## config.mk

```make
export PLATFORM = sky130hd
export DESIGN_NAME = tilt_corrected_accel_amplitude
export DESIGN_NICKNAME = d
export VERILOG_FILES = /design/src/design/tca_pkg.sv /design/src/design/tilt_corrected_accel_amplitude.sv
export SDC_FILE = /design/constraint.sdc
export NUM_CORES = 1
export LEC_CHECK = 0
export BUFFER_PORTS_ARGS = -buffer_cell sky130_fd_sc_hd__clkbuf_2
export CAP_MARGIN = 20
export CORE_MARGIN = 4
export CORE_UTILIZATION = 25
export DETAILED_ROUTE_END_ITERATION = 7
export SLEW_MARGIN = 20
export SYNTH_ARGS = -nofsm -noshare
export SYNTH_HDL_FRONTEND = slang
export SYNTH_SLANG_ARGS = --single-unit
```

## constraint.sdc

```tcl
create_clock -name clk -period 18.6 [get_ports clk]
set_input_delay 5.58 -clock clk [delete_from_list [all_inputs] [get_ports clk]]
set_output_delay 5.58 -clock clk [all_outputs]
set_load 0.02 [all_outputs]
```

## src/design/tca_pkg.sv

```systemverilog
// tca_pkg: constants, types and helper functions for the tilt corrected amplitude block
// no dependencies; imported by tilt_corrected_accel_amplitude
`timescale 1ns / 1ps

package tca_pkg;

	localparam int SAMPLE_W = 12;
	localparam int MAG_W    = 11;
	localparam int SQ_W     = 21;
	localparam int ROOT_W   = 11;
	localparam int RANGE_W  = 2;

	localparam int SQRT_STEPS = 11;
	localparam int S3_STEPS   = 4;
	localparam int S4_STEPS   = 8;

	localparam logic [RANGE_W-1:0] RANGE_HALF_G = 2'd0;
	localparam logic [RANGE_W-1:0] RANGE_ONE_G  = 2'd1;
	localparam logic [RANGE_W-1:0] RANGE_TWO_G  = 2'd2;
	localparam logic [RANGE_W-1:0] RANGE_RESET  = RANGE_TWO_G;

	localparam logic [MAG_W-1:0] MASK_HALF_G = 11'h1FF;
	localparam logic [MAG_W-1:0] MASK_ONE_G  = 11'h3FF;
	localparam logic [MAG_W-1:0] MASK_TWO_G  = 11'h7FF;

	localparam logic [SQ_W-1:0]   Q10_ONE_SQ = 21'(1) << 20;
	localparam logic [ROOT_W-1:0] CLAMP_ROOT = 11'd144;
	localparam logic [ROOT_W-1:0] ROOT_MAX   = 11'd1024;

	typedef struct packed {
		logic [SQ_W-1:0] rem;
		logic [SQ_W-1:0] res;
	} sq_t;

	function automatic logic [MAG_W-1:0] range_mask(input logic [RANGE_W-1:0] code);
		logic [MAG_W-1:0] m;
		case (code)
			RANGE_HALF_G: m = MASK_HALF_G;
			RANGE_ONE_G:  m = MASK_ONE_G;
			default:      m = MASK_TWO_G;
		endcase
		return m;
	endfunction

	function automatic logic [MAG_W-1:0] sample_mag(input logic [SAMPLE_W-1:0] raw,
			input logic [MAG_W-1:0] mask);
		logic [MAG_W-1:0] low;
		logic [MAG_W-1:0] m;
		low = raw[MAG_W-1:0] & mask;
		if (raw[SAMPLE_W-1]) begin
			m = (MAG_W'(0) - low) & mask;
		end else begin
			m = low;
		end
		return m;
	endfunction

	// one digit of the bitwise integer square root
	function automatic sq_t sqrt_step(input sq_t a, input int k);
		logic [SQ_W-1:0] b;
		logic [SQ_W-1:0] t;
		sq_t r;
		b = SQ_W'(1) << (SQ_W - 1 - 2 * k);
		t = a.res + b;
		if (a.rem >= t) begin
			r.rem = a.rem - t;
			r.res = (a.res >> 1) + b;
		end else begin
			r.rem = a.rem;
			r.res = a.res >> 1;
		end
		return r;
	endfunction

endpackage

```

## src/design/tilt_corrected_accel_amplitude.sv

```systemverilog
// tilt_corrected_accel_amplitude: six stage pipeline giving |z - sqrt(1 - y^2)| in Q10
// depends on tca_pkg (constants, mask and square root step functions)
`timescale 1ns / 1ps

// Usage
// A request is a Y and a Z sample, taken at a rising edge where start is high and busy
// is low. busy stays low: a new request can be given every cycle.
// Each request gives one amplitude, shown for one cycle with done high once it has
// passed stages s1 to s5 and the output register; results leave in request order.
// Throughput is one request per cycle: the square and the eleven root digits are
// spread over stages (square, then four, four and three root digits, then the
// difference), each stage registered, so a request enters every cycle.
// The range register is written by cfg_we / cfg_wdata and should only be changed
// while no request is in flight; it applies to requests taken after the write.
// Reset clears all valid bits and sets the range to two g; requests in flight are lost.
// The receiver cannot stall: done is a one-cycle strobe and must be taken then.
module tilt_corrected_accel_amplitude
	import tca_pkg::*;
(
	input  logic                 clk,
	input  logic                 arst_n,
	input  logic                 start,
	output logic                 busy,
	input  logic [SAMPLE_W-1:0]  y_sample,
	input  logic [SAMPLE_W-1:0]  z_sample,
	input  logic                 cfg_we,
	input  logic [RANGE_W-1:0]   cfg_wdata,
	output logic                 done,
	output logic [ROOT_W-1:0]    amplitude
);

	logic [RANGE_W-1:0] range_q;

	logic              valid_s1, valid_s2, valid_s3, valid_s4, valid_s5;
	logic [MAG_W-1:0]  ymag_s1, zmag_s1;
	logic              clamp_s2, clamp_s3, clamp_s4;
	logic [MAG_W-1:0]  zmag_s2, zmag_s3, zmag_s4, zmag_s5;
	sq_t               sq_s2, sq_s3, sq_s4;
	logic [ROOT_W-1:0] root_s5;
	logic              done_q;
	logic [ROOT_W-1:0] amplitude_q;

	logic [MAG_W-1:0]  mask;
	logic              accept;
	logic [SQ_W-1:0]   ylow;
	logic [SQ_W-1:0]   ysq;
	sq_t               sq3_d, sq4_d, sq5_d;

	assign busy   = 1'b0;
	assign accept = start && !busy;
	assign mask   = range_mask(range_q);
	assign ylow   = SQ_W'(ymag_s1[MAG_W-2:0]);
	assign ysq    = ylow * ylow;

	always_comb begin
		sq3_d = sq_s2;
		for (int k = 0; k < S3_STEPS; k++) sq3_d = sqrt_step(sq3_d, k);
	end

	always_comb begin
		sq4_d = sq_s3;
		for (int k = S3_STEPS; k < S4_STEPS; k++) sq4_d = sqrt_step(sq4_d, k);
	end

	always_comb begin
		sq5_d = sq_s4;
		for (int k = S4_STEPS; k < SQRT_STEPS; k++) sq5_d = sqrt_step(sq5_d, k);
	end

	// control
	always_ff @(posedge clk or negedge arst_n) begin
		if (!arst_n) begin
			range_q  <= RANGE_RESET;
			valid_s1 <= 1'b0;
			valid_s2 <= 1'b0;
			valid_s3 <= 1'b0;
			valid_s4 <= 1'b0;
			valid_s5 <= 1'b0;
			done_q   <= 1'b0;
		end else begin
			if (cfg_we) range_q <= cfg_wdata;
			valid_s1 <= accept;
			valid_s2 <= valid_s1;
			valid_s3 <= valid_s2;
			valid_s4 <= valid_s3;
			valid_s5 <= valid_s4;
			done_q   <= valid_s5;
		end
	end

	// payload
	always_ff @(posedge clk) begin
		ymag_s1 <= sample_mag(y_sample, mask);
		zmag_s1 <= sample_mag(z_sample, mask);

		clamp_s2   <= ymag_s1[MAG_W-1];
		zmag_s2    <= zmag_s1;
		sq_s2.rem  <= Q10_ONE_SQ - ysq;
		sq_s2.res  <= '0;

		clamp_s3 <= clamp_s2;
		zmag_s3  <= zmag_s2;
		sq_s3    <= sq3_d;

		clamp_s4 <= clamp_s3;
		zmag_s4  <= zmag_s3;
		sq_s4    <= sq4_d;

		zmag_s5 <= zmag_s4;
		root_s5 <= clamp_s4 ? CLAMP_ROOT : sq5_d.res[ROOT_W-1:0];

		if (zmag_s5 >= root_s5) begin
			amplitude_q <= zmag_s5 - root_s5;
		end else begin
			amplitude_q <= root_s5 - zmag_s5;
		end
	end

	assign done      = done_q;
	assign amplitude = amplitude_q;

`ifndef NO_ASSERTIONS
	a_done_follows_s5: assert property (@(posedge clk) disable iff (!arst_n)
		done_q |-> $past(valid_s5))
		else $error("done without a request in the last stage");

	a_root_range: assert property (@(posedge clk) disable iff (!arst_n)
		valid_s5 |-> root_s5 <= ROOT_MAX)
		else $error("root term above one g");

	a_clamp_root: assert property (@(posedge clk) disable iff (!arst_n)
		valid_s4 && clamp_s4 |=> root_s5 == CLAMP_ROOT)
		else $error("clamped request did not get the fixed root");

	a_pipe_order: assert property (@(posedge clk) disable iff (!arst_n)
		valid_s3 |-> $past(valid_s2) && $past(valid_s1, 2))
		else $error("valid bit skipped a stage");
`endif

endmodule
```

; After elaboration in Yosys (flattened, before gate mapping)
; Index checks and enable logic that the tools add are counted.
; W data, S select, Z words.
[word_totals]
input_bits = 30
elab_cells = 94
register_bits = 204
output_inout_bits = 13
[op_classes]
bitwise = 4
add_sub_neg = 35
mul = 1
n_mux = 15
eq_ne = 1
reduce_logical = 1
order_cmp = 12
[ops]
columns = cell, count
row1 = $mux W42, 10
row2 = $ge A21 B21 Y1, 10
row3 = $sub A21 B21 Y21, 9
row4 = $and A11 B11 Y11, 4
row5 = $mux W11, 4
row6 = $pmux W11 S2, 1
row7 = $sub A1 B11 Y11 const A, 2
row8 = $sub A11 B11 Y11, 2
row9 = $add A20 B11 Y21 const B, 1
row10 = $add A20 B13 Y21 const B, 1
row11 = $add A20 B15 Y21 const B, 1
row12 = $add A20 B17 Y21 const B, 1
row13 = $add A20 B19 Y21 const B, 1
row14 = $add A20 B3 Y21 const B, 1
row15 = $add A20 B5 Y21 const B, 1
row16 = $add A20 B7 Y21 const B, 1
row17 = $add A20 B9 Y21 const B, 1
row18 = $add A21 B1 Y21 const B, 1
row19 = $add A21 B11 Y21 const B, 1
row20 = $add A21 B13 Y21 const B, 1
row21 = $add A21 B15 Y21 const B, 1
row22 = $add A21 B17 Y21 const B, 1
row23 = $add A21 B19 Y21 const B, 1
row24 = $add A21 B3 Y21 const B, 1
row25 = other kinds (11), 11

; Longest topological paths before layout
; Gate-level depths: netlist of run 1.
[logic_depth]
word_depth = 12
depth_mapped = 41
ltp_nobuf = 38

; Worst setup path before layout of run 1
; Ideal clock, no wire load.
[synth_path]
path_type = register to register
startpoint = reg sq_s3[15] (netlist bit)
endpoint = reg sq_s4[30] (netlist bit)
path_stages_with_launch = 37
synth_period_minus_slack_ns = 7.307
required_time_ns = 18.479
setup_time_ns = 0.121
path_buffers = 4
arrival_ns = 7.186
slack_ns = 11.293
cell_sequence = dfxtp_1 -> inv_1 -> ha_1 -> and3_1 -> nand4_1 -> o21a_1 -> o21ai_2 -> mux2_2 -> ha_1 -> nand4_1 -> nor3_1 -> nand3_1 -> and4_1 -> buf_2 -> nand2_1 -> buf_2 -> mux2i_1 -> inv_1 -> ha_1 -> nand3_1 -> nor3_1 -> o2111a_2 -> and3b_4 -> nand2_4 -> inv_2 -> buf_2 -> o21ai_0 -> ha_1 -> clkbuf_1 -> nand2_1 -> nor2_1 -> nand4_1 -> nor2_1 -> a2111o_1 -> nor3_4 -> inv_4 -> mux2_4
[synth_lines]
columns = item, line_no
row1 = "start, declared", tilt_corrected_accel_amplitude.sv:38  ; sq_t sq_s2, sq_s3, sq_s4;
row2 = "start signal, assigned", tilt_corrected_accel_amplitude.sv:103  ; sq_s3 <= sq3_d;
row3 = "end signal, assigned", tilt_corrected_accel_amplitude.sv:107  ; sq_s4 <= sq4_d;
row4 = "end, declared", tilt_corrected_accel_amplitude.sv:38

==> key figures, run 1 <==
Status
  – Run status: finished, final reports clean

Floorplanning
  – Core ar.: 51610 um2
  – Initial core utilization: 0.2535
  – Die area: 56060 um2
  – Die X-Extent: 236.8 um
  – Row cnt: 83
  – Die extent in y: 236.8 um
  – Io pins: 43

Worst setup path
  – R2R cell count: 33
  – Reg-to-reg endpoint: sq_s4[30]$_DFF_P_
  – Worst Path Required: 18.91 ns
  – Crit path max fanout: 12
  – Reg-to-Reg Start: sq_s3[15]$_DFF_P_
  – CP endpoint: sq_s4[30]$_DFF_P_
  – Crit path kind: flip-flop to flip-flop
  – Crit-path max cell delay: 0.49 ns
  – Crit path from: sq_s3[15]$_DFF_P_
  – Worst setup SP type: flip-flop
  – Worst EP arrival: 9.22 ns
  – Most Frequent Cell on Critical Path: ha_1
  – CP Capture Type: flip-flop
  – Slowest stage cell, crit path: mux2_2
  – Flop-to-flop setup slack: 9.69 ns

Clock tree
  – Post-CTS Setup Bufs: 0
  – Cts hold-fix bufs: 0
  – Clk sinks: 171
  – Clk Latency, worst-skew pair: 0.43 ns
  – CTS tree: done
  – Cts bufs inserted: 17
  – Post-CTS resize count: 0
  – Root Buffer: clkbuf_16
  – Reg clk slew, reported paths: 0.07 ns
  – Max clock buf depth: 2
  – H-tree depth reported by CTS: 4

Layout
  – ANT cells: 0
  – Most frequent cells in the layout: inv_1 (189), dfxtp_1 (163), ha_1 (158)
  – Share of post-route cells with drive strength above 1: 0.08866
  – Nets: 1767
  – Commonest non-fill, non-tap cell in the layout: inv_1
  – Syn-to-layout area delta: 11.64%

Synthesis
  – Post-synthesis instance total: 1493
  – Post-synthesis register bit count: 171
  – Synth Flop Type: dfxtp_1
  – Post-synth EDFFs: 0
  – Synth unique cells: 102
  – Synthesized area per cell: 8.764 um2
  – Syn Nets: 1739
  – FFs w/ async S/R, synth: 0.04678
  – Mapped Area: 13090 um2
  – Sequential share of the synthesized area: 0.2648
  – Yosys top cell by area: dfxtp_1
  – Post-synth top area share: 0.2494
  – Ys Warns: 0
  – Largest cells by area after synthesis: dfxtp_1 (25%), ha_1 (15%), fa_1 (8.9%)

Timing
  – FMAX: 112.2 MHz
  – Setup TNS Final: 0 ns
  – Max-slew headroom: 0.4099
  – RSZ-0062 raised after global routing: false
  – Hold Fails Final Rpt: 0
  – Final Max Slew Viols: 0
  – Clock Skews: 0.01436 ns
  – WHS: 0.3221 ns
  – Slew @ Worst Pin: 0.8810 ns
  – Final Setup Violations: 0
  – Final clock period utilization by the worst path: 0.4791
  – Final min period: 8.912 ns

Routing
  – Initial drt markers: 466
  – Post-DRT Antenna Nets: 0
  – Post-route DRC: 0
  – Total iterations of the first detailed-routing run: 5
  – Final WL: 29500 um
  – Vias per inst: 4.694
  – DR WL/cell: 13.32 um
  – Vias: 10.39k

Placed design
  – Placer Congestion: 0.9013
  – PortBufs: 41
  – Post-DP HPWL: 24200 um

Global routing
  – Vias in the first global route: 10.36k
  – Antenna violations before repair: 0
  – Largest net degree at the start of global routing: 20
  – First-pass GRT wire length: 50070 um
  – GRT overflow: 0
  – GRT Util Overall: 0.1060

Job
  – Max_cap viols: 0

Min path
  – Worst Hold Class: flip-flop to flip-flop
critical path: cells and delay by family, from the launching register on:
kind	cells	cell delay (ns)
AOI/OAI and AO/OA	7	1.97
xor gates and xnor gates	2	0.42
adders and majority gates	4	1.47
buffers and inverters	4	0.69
DFF	1	0.33
muxes	2	0.80
and+or+nand+nor	14	3.10
Yosys cell counts, types with 15 or more instances:
| library cell | number |
|---|---|
| ha_1 | 158 |
| o21a_1 | 19 |
| dfxtp_1 | 163 |
| mux2i_1 | 19 |
| xor2_1 | 32 |
| nand2_1 | 102 |
| a21oi_1 | 99 |
| xnor2_1 | 69 |
| nand2b_1 | 15 |
| a21o_1 | 21 |
| clkbuf_1 | 25 |
| and2_1 | 15 |
| o21ai_0 | 73 |
| nor2_1 | 98 |
| or3_1 | 15 |
| fa_1 | 58 |
| nor3_1 | 40 |
| nand3_1 | 21 |
| o21bai_1 | 18 |
| inv_1 | 189 |
metal layers:
layer	GRT usage	part of all wire	vias up	routed length, um
met3	0.01514	0.025	51	733
met5	0	0	-	0
met4	0.03202	0.024	0	703
li1	-	-	5190	-
met2	0.1813	0.47	202	13980
met1	0.1386	0.48	4949	14080
worst min-delay path by stage:
| stage | start | end | slack, ns | depth (start not counted) |
|---|---|---|---|---|
| 2_1_floorplan | ymag_s1[10]$_DFF_P_ | clamp_s2$_DFF_P_ | 0.31 | 0 |
| 3_3_place_gp | zmag_s2[5]$_DFF_P_ | zmag_s3[5]$_DFF_P_ | 0.31 | 0 |
| 3_5_place_dp | zmag_s1[9]$_DFF_P_ | zmag_s2[9]$_DFF_P_ | 0.31 | 0 |
| 4_1_cts | zmag_s1[5]$_DFF_P_ | zmag_s2[5]$_DFF_P_ | 0.32 | 0 |
| 5_1_grt | zmag_s2[6]$_DFF_P_ | zmag_s3[6]$_DFF_P_ | 0.32 | 0 |
| 6_report | zmag_s1[5]$_DFF_P_ | zmag_s2[5]$_DFF_P_ | 0.32 | 0 |
cell families (layout without fill, tap and decap cells):
| group | count (synthesis) | after routing | share of synthesized area |
|---|---|---|---|
| AOI/OAI and AO/OA | 343 | 343 | 0.1738 |
| xor gates and xnor gates | 101 | 101 | 0.06760 |
| adders and majority gates | 216 | 216 | 0.2398 |
| buffers and inverters | 225 | 266 | 0.06607 |
| DFF | 171 | 171 | 0.2648 |
| muxes | 37 | 37 | 0.03175 |
| other | 1 | 1 | 0.0002866 |
| and+or+nand+nor | 399 | 399 | 0.1559 |
flip-flops by register name, indices dropped and copies added (netlist names), 2 cells and up:
register	count
sq_s2	20
ymag_s1	11
zmag_s2	11
range_q	2
sq_s3	24
zmag_s5	11
amplitude	11
zmag_s3	11
zmag_s1	11
root_s5	11
zmag_s4	11
sq_s4	28
area by class of cell:
| class | instances | area, um2 |
|---|---|---|
| fill | 5353 | 37010 |
| multi-input combinational | 1097 | 8756 |
| sequential | 171 | 3465 |
| tap | 680 | 850.8 |
| inverter | 192 | 723.2 |
| clock buffer | 18 | 429.2 |
| timing repair buffer | 42 | 212.7 |
| clock inverter | 14 | 171.4 |
metrics by stage:
stage | util | std cells | cell area (um2) | setup WS (ns)
after detailed placement | 0.2714 | 2182 | 14010 | 9.805
final | 0.2830 | 2214 | 14610 | 9.688
after CTS | 0.2830 | 2214 | 14610 | 9.761
after floorplan | - | 1493 | 13090 | 11.29
after global placement | 0.2714 | 2182 | 14010 | 10.07
after global routing | 0.2830 | 2214 | 14610 | 8.966
Power of run 1 is not shown: default switching activity piles up to over one toggle a cycle in this logic, so the estimate is an artifact.
==> inputs of run 2 (changes only) <==
- clock period: 18.6 -> 8.27 ns (I/O delays scaled with it)
==> run 2 against run 1 <==
Critical path depth is the same. Register-to-register slack worse by 9.2 ns. First-iteration DRC count increased by 13%. Cell area increased by 2.1%. Core utilization grew 0.59 points. Global-route usage rose by 0.13 points. Sequential cell count did not move. Sequential share of layout area fell by 0.49 points. Non-clock buffer count up 26. Clock-buffer cell count decreased by 1. Clock skew up 0.0039 ns. Routed wire length grew 1.8%. Critical path type unchanged. Largest cell class unchanged.
==> key figures, run 2 (synthesis gave the netlist of run 1 again) <==
Global routing
  – Met3 Use GR: 0.01514
  – Antenna violations before repair: 0
  – GRT busiest layer: met2
  – First-pass GRT wire length: 51070 um
  – Met1 Use GR: 0.1392
  – GRT overflow: 0
  – Largest net degree at the start of global routing: 19
  – Routing usage on met2: 0.1883
  – GRT Util Overall: 0.1073
  – Vias in the first global route: 10.55k

Timing
  – Final Setup Violations: 0
  – Final min period: 7.794 ns
  – Max-slew headroom: 0.4851
  – Slew @ Worst Pin: 0.7529 ns
  – Clock Skews: 0.01829 ns
  – Hold Fails Final Rpt: 0
  – Final clock period utilization by the worst path: 0.9424
  – FMAX: 128.3 MHz
  – Final Max Slew Viols: 0
  – Setup WS post-layout: 0.4761 ns
  – Setup TNS Final: 0 ns

Clock tree
  – Max clock buf depth: 2
  – CTS tree: done
  – Clk sinks: 171
  – Cts hold-fix bufs: 0
  – Reg clk slew, reported paths: 0.07 ns
  – Cts bufs inserted: 17
  – H-tree depth reported by CTS: 4
  – Root Buffer: clkbuf_16
  – Clk Latency, worst-skew pair: 0.42 ns

Layout
  – Post-route cell area: 14910 um2
  – ANT cells: 0
  – Syn-to-layout area delta: 13.98%
  – Reg with most FFs: sq_s4
  – Share of post-route cells with drive strength above 1: 0.1155
  – Most frequent cells in the layout: inv_1 (188), dfxtp_1 (163), ha_1 (156)
  – Commonest non-fill, non-tap cell in the layout: inv_1
  – Multi-input gate area: 8841 um2
  – Max reg flops: 28
  – Fill cells: 5400
  – Biggest registers after layout: sq_s4 (28), sq_s3 (24), sq_s2 (20)
  – Register area: 3465 um2
  – Nets: 1793

Job
  – Max_cap viols: 0

Status
  – Run status: finished, final reports clean

Floorplanning
  – Die X-Extent: 236.8 um
  – Core ar.: 51610 um2
  – Row cnt: 83
  – Die extent in y: 236.8 um
  – Die area: 56060 um2
  – Initial core utilization: 0.2535
  – Io pins: 43

Worst setup path
  – Bufs and invs on worst path: 7
  – WP depth: 33
  – Crit path kind: flip-flop to flip-flop
  – Worst Path Required: 8.57 ns
  – Worst EP arrival: 8.10 ns
  – CP Capture Type: flip-flop
  – Worst setup SP type: flip-flop
  – Slowest stage cell, crit path: or4b_4
  – Crit-path max cell delay: 0.54 ns
  – Top delay family on crit path: simple AND/OR/NAND/NOR gates
  – Crit path max fanout: 11
  – R2R cell count: 33

Routing
  – Final WL: 30040 um
  – Post-route DRC: 0
  – Vias per inst: 4.648
  – Total iterations of the first detailed-routing run: 5
  – Vias: 10.41k
  – DR WL/cell: 13.41 um
  – Initial drt markers: 526
  – Post-DRT Antenna Nets: 0

Placed design
  – Post-DP HPWL: 24650 um
  – Place WS: -0.01314 ns
  – PortBufs: 41
  – Area after DPL: 14150 um2
  – Placer Congestion: 0.8870

Min path
  – Hold depth: 0
  – Worst Hold Class: flip-flop to flip-flop
## run 2: metrics by stage
stage | utilization | cells | hold slack (ns)
floorplan | - | 1493 | 0.3096
global placement | 0.2742 | 2201 | 0.3107
detailed placement | 0.2742 | 2201 | 0.3121
CTS | 0.2864 | 2232 | 0.3214
global route | 0.2890 | 2239 | 0.3231
finish | 0.2890 | 2239 | 0.3230
## run 2: final timing paths
kind | start | endpoint | slack [ns]
hold / removal | zmag_s3[3]$_DFF_P_ | zmag_s4[3]$_DFF_P_ | 0.32
min in group asynchronous | arst_n | valid_s4$_DFF_PN0_ | 1.89
setup / recovery | sq_s3[17]$_DFF_P_ | sq_s4[30]$_DFF_P_ | 0.48
max in group asynchronous | arst_n | range_q[1]$_DFFE_PN1P_ | 6.14
setup reg to reg | sq_s3[17]$_DFF_P_ | sq_s4[30]$_DFF_P_ | 0.48
hold reg to reg | zmag_s3[3]$_DFF_P_ | zmag_s4[3]$_DFF_P_ | 0.32
## run 2: metal layers
metal  up-vias  share of wire
li1       5237              -
met2       156           0.49
met5         -              0
met3        37          0.025
met1      4977           0.47
met4         0          0.017
## run 2: repair_timing
action                                  CTS  global route
pin swaps                                 0             3
endpoints found under the setup margin    7            16
gates resized for setup                   1            23
buffers inserted                          0             7
## run 2: final cells by class
class / count / share of cell area
Inverter: 192 / 0.04849
Sequential cell: 171 / 0.2323
Clock inverter: 14 / 0.01351
Clock buffer: 17 / 0.02852
Tap cell: 680 / 0.05705
Timing Repair Buffer: 68 / 0.02735
Multi-Input combinational cell: 1097 / 0.5928
Power of run 2 is left out for the same reason.
==> inputs of run 3 (changes only) <==
- CTS_BUF_LIST: default -> sky130_fd_sc_hd__clkbuf_8
==> run 3 against run 2 <==
Non-clock buffer count unchanged. First-iteration DRC count is 1.3% lower. Critical endpoint unchanged. Sequential share of layout area increased by 0.30 points. Sequential cell count stayed put. Critical path depth increased by 2. Fmax hardly changed. Clock-buffer cell count stayed put. Via count is essentially flat. Worst hold slack improved by 0.0013 ns. Setup slack gained 0.0028 ns. Cell area shrank 1.3%.
==> key figures, run 3 (synthesis gave the netlist of run 1 again) <==
Worst setup path
  – Slowest stage cell, crit path: a2111o_1
  – Worst setup SP type: flip-flop
  – Crit path kind: flip-flop to flip-flop
  – Worst EP arrival: 8.14 ns
  – CP Capture Type: flip-flop
  – Worst Path Required: 8.62 ns
  – Crit-path max cell delay: 0.50 ns
  – Crit path max fanout: 11
  – R2R cell count: 35

Clock tree
  – Cts hold-fix bufs: 0
  – Reg clk slew, reported paths: 0.11 ns
  – Root Buffer: clkbuf_8
  – Max clock buf depth: 2
  – Cts bufs inserted: 17
  – Clk Latency, worst-skew pair: 0.45 ns
  – Clk sinks: 171
  – CTS tree: done
  – H-tree depth reported by CTS: 4

Placed design
  – Place WS: -0.01314 ns
  – PortBufs: 41
  – Placer Congestion: 0.8870
  – Post-DP HPWL: 24650 um

Routing
  – Post-DRT Antenna Nets: 0
  – Final WL: 29950 um
  – Initial drt markers: 519
  – DR WL/cell: 13.38 um
  – Post-route DRC: 0
  – Vias: 10.40k
  – Total iterations of the first detailed-routing run: 6
  – Vias per inst: 4.644

Layout
  – Most frequent cells in the layout: inv_1 (188), dfxtp_1 (163), ha_1 (156)
  – Biggest registers after layout: sq_s4 (28), sq_s3 (24), sq_s2 (20)
  – Commonest non-fill, non-tap cell in the layout: inv_1
  – ANT cells: 0
  – Max reg flops: 28
  – Reg with most FFs: sq_s4
  – Syn-to-layout area delta: 12.54%
  – Nets: 1793
  – Share of post-route cells with drive strength above 1: 0.1161

Timing
  – Hold Fails Final Rpt: 0
  – WHS: 0.3244 ns
  – Slew @ Worst Pin: 0.7305 ns
  – Final clock period utilization by the worst path: 0.9421
  – Max-slew headroom: 0.5004
  – Clock Skews: 0.02495 ns
  – FMAX: 128.4 MHz
  – Final Setup Violations: 0
  – Setup WS post-layout: 0.4789 ns
  – Final Max Slew Viols: 0
  – Final min period: 7.791 ns

Min path
  – Hold depth: 0
  – Worst Hold Class: flip-flop to flip-flop

Floorplanning
  – Die area: 56060 um2
  – Die extent in y: 236.8 um
  – Io pins: 43
  – Die X-Extent: 236.8 um
  – Row cnt: 83
  – Core ar.: 51610 um2
  – Initial core utilization: 0.2535

Global routing
  – Largest net degree at the start of global routing: 19
  – GRT overflow: 0
  – First-pass GRT wire length: 51000 um
  – Antenna violations before repair: 0
  – Vias in the first global route: 10.56k
  – GRT Util Overall: 0.1072

Job
  – Max_cap viols: 0

Status
  – Run status: finished, final reports clean
run 3: layout make-up:
cell class | count | area [um2]
fillers | 5432 | 36890
multi-input cells | 1097 | 8843
flip-flops and latches | 171 | 3465
well taps | 680 | 850.8
inverters | 192 | 723.2
repair buffers | 68 | 407.9
clock buffers | 17 | 234.0
clock inverters | 14 | 201.4
run 3: worst paths after layout:
kind	startpoint	end	slack, ns
worst max-delay path	sq_s3[15]$_DFF_P_	sq_s4[30]$_DFF_P_	0.48
worst min register to register	zmag_s3[3]$_DFF_P_	zmag_s4[3]$_DFF_P_	0.32
max in group asynchronous	arst_n	range_q[1]$_DFFE_PN1P_	6.17
worst min-delay path	zmag_s3[3]$_DFF_P_	zmag_s4[3]$_DFF_P_	0.32
worst max register to register	sq_s3[15]$_DFF_P_	sq_s4[30]$_DFF_P_	0.48
min in group asynchronous	arst_n	valid_s4$_DFF_PN0_	1.86
run 3: critical path: cells and delay by family, from the launching register on:
kind            cells  cell delay [ns]
flops               1             0.33
simple gates       16             2.44
compound gates      6             1.87
fa+ha+maj           4             1.50
buf+inv             7             0.92
mux                 2             0.60
run 3: per-stage QoR:
step	cell area [um2]	utilization	setup TNS, ns	std cells
2_1_floorplan	13090	-	0	1493
3_3_place_gp	14150	0.2742	0	2201
3_5_place_dp	14150	0.2742	-0.01966	2201
4_1_cts	14590	0.2827	0	2232
5_1_grt	14730	0.2853	-0.3093	2239
6_report	14730	0.2853	0	2239
run 3: metal layers:
metal | share of wire | GRT usage | vias up
met2 | 0.48 | 0.1872 | 147
met1 | 0.48 | 0.1395 | 4979
met4 | 0.019 | 0.02778 | 0
li1 | - | - | 5230
met3 | 0.025 | 0.01456 | 42
met5 | 0 | 0 | -
run 3: repair_timing:
item	4_1_cts	5_1_grt
pin swaps	0	3
resized for setup	1	24
endpoints found under the setup margin	6	16
setup buffers	0	7
Power of run 3 is left out for the same reason.
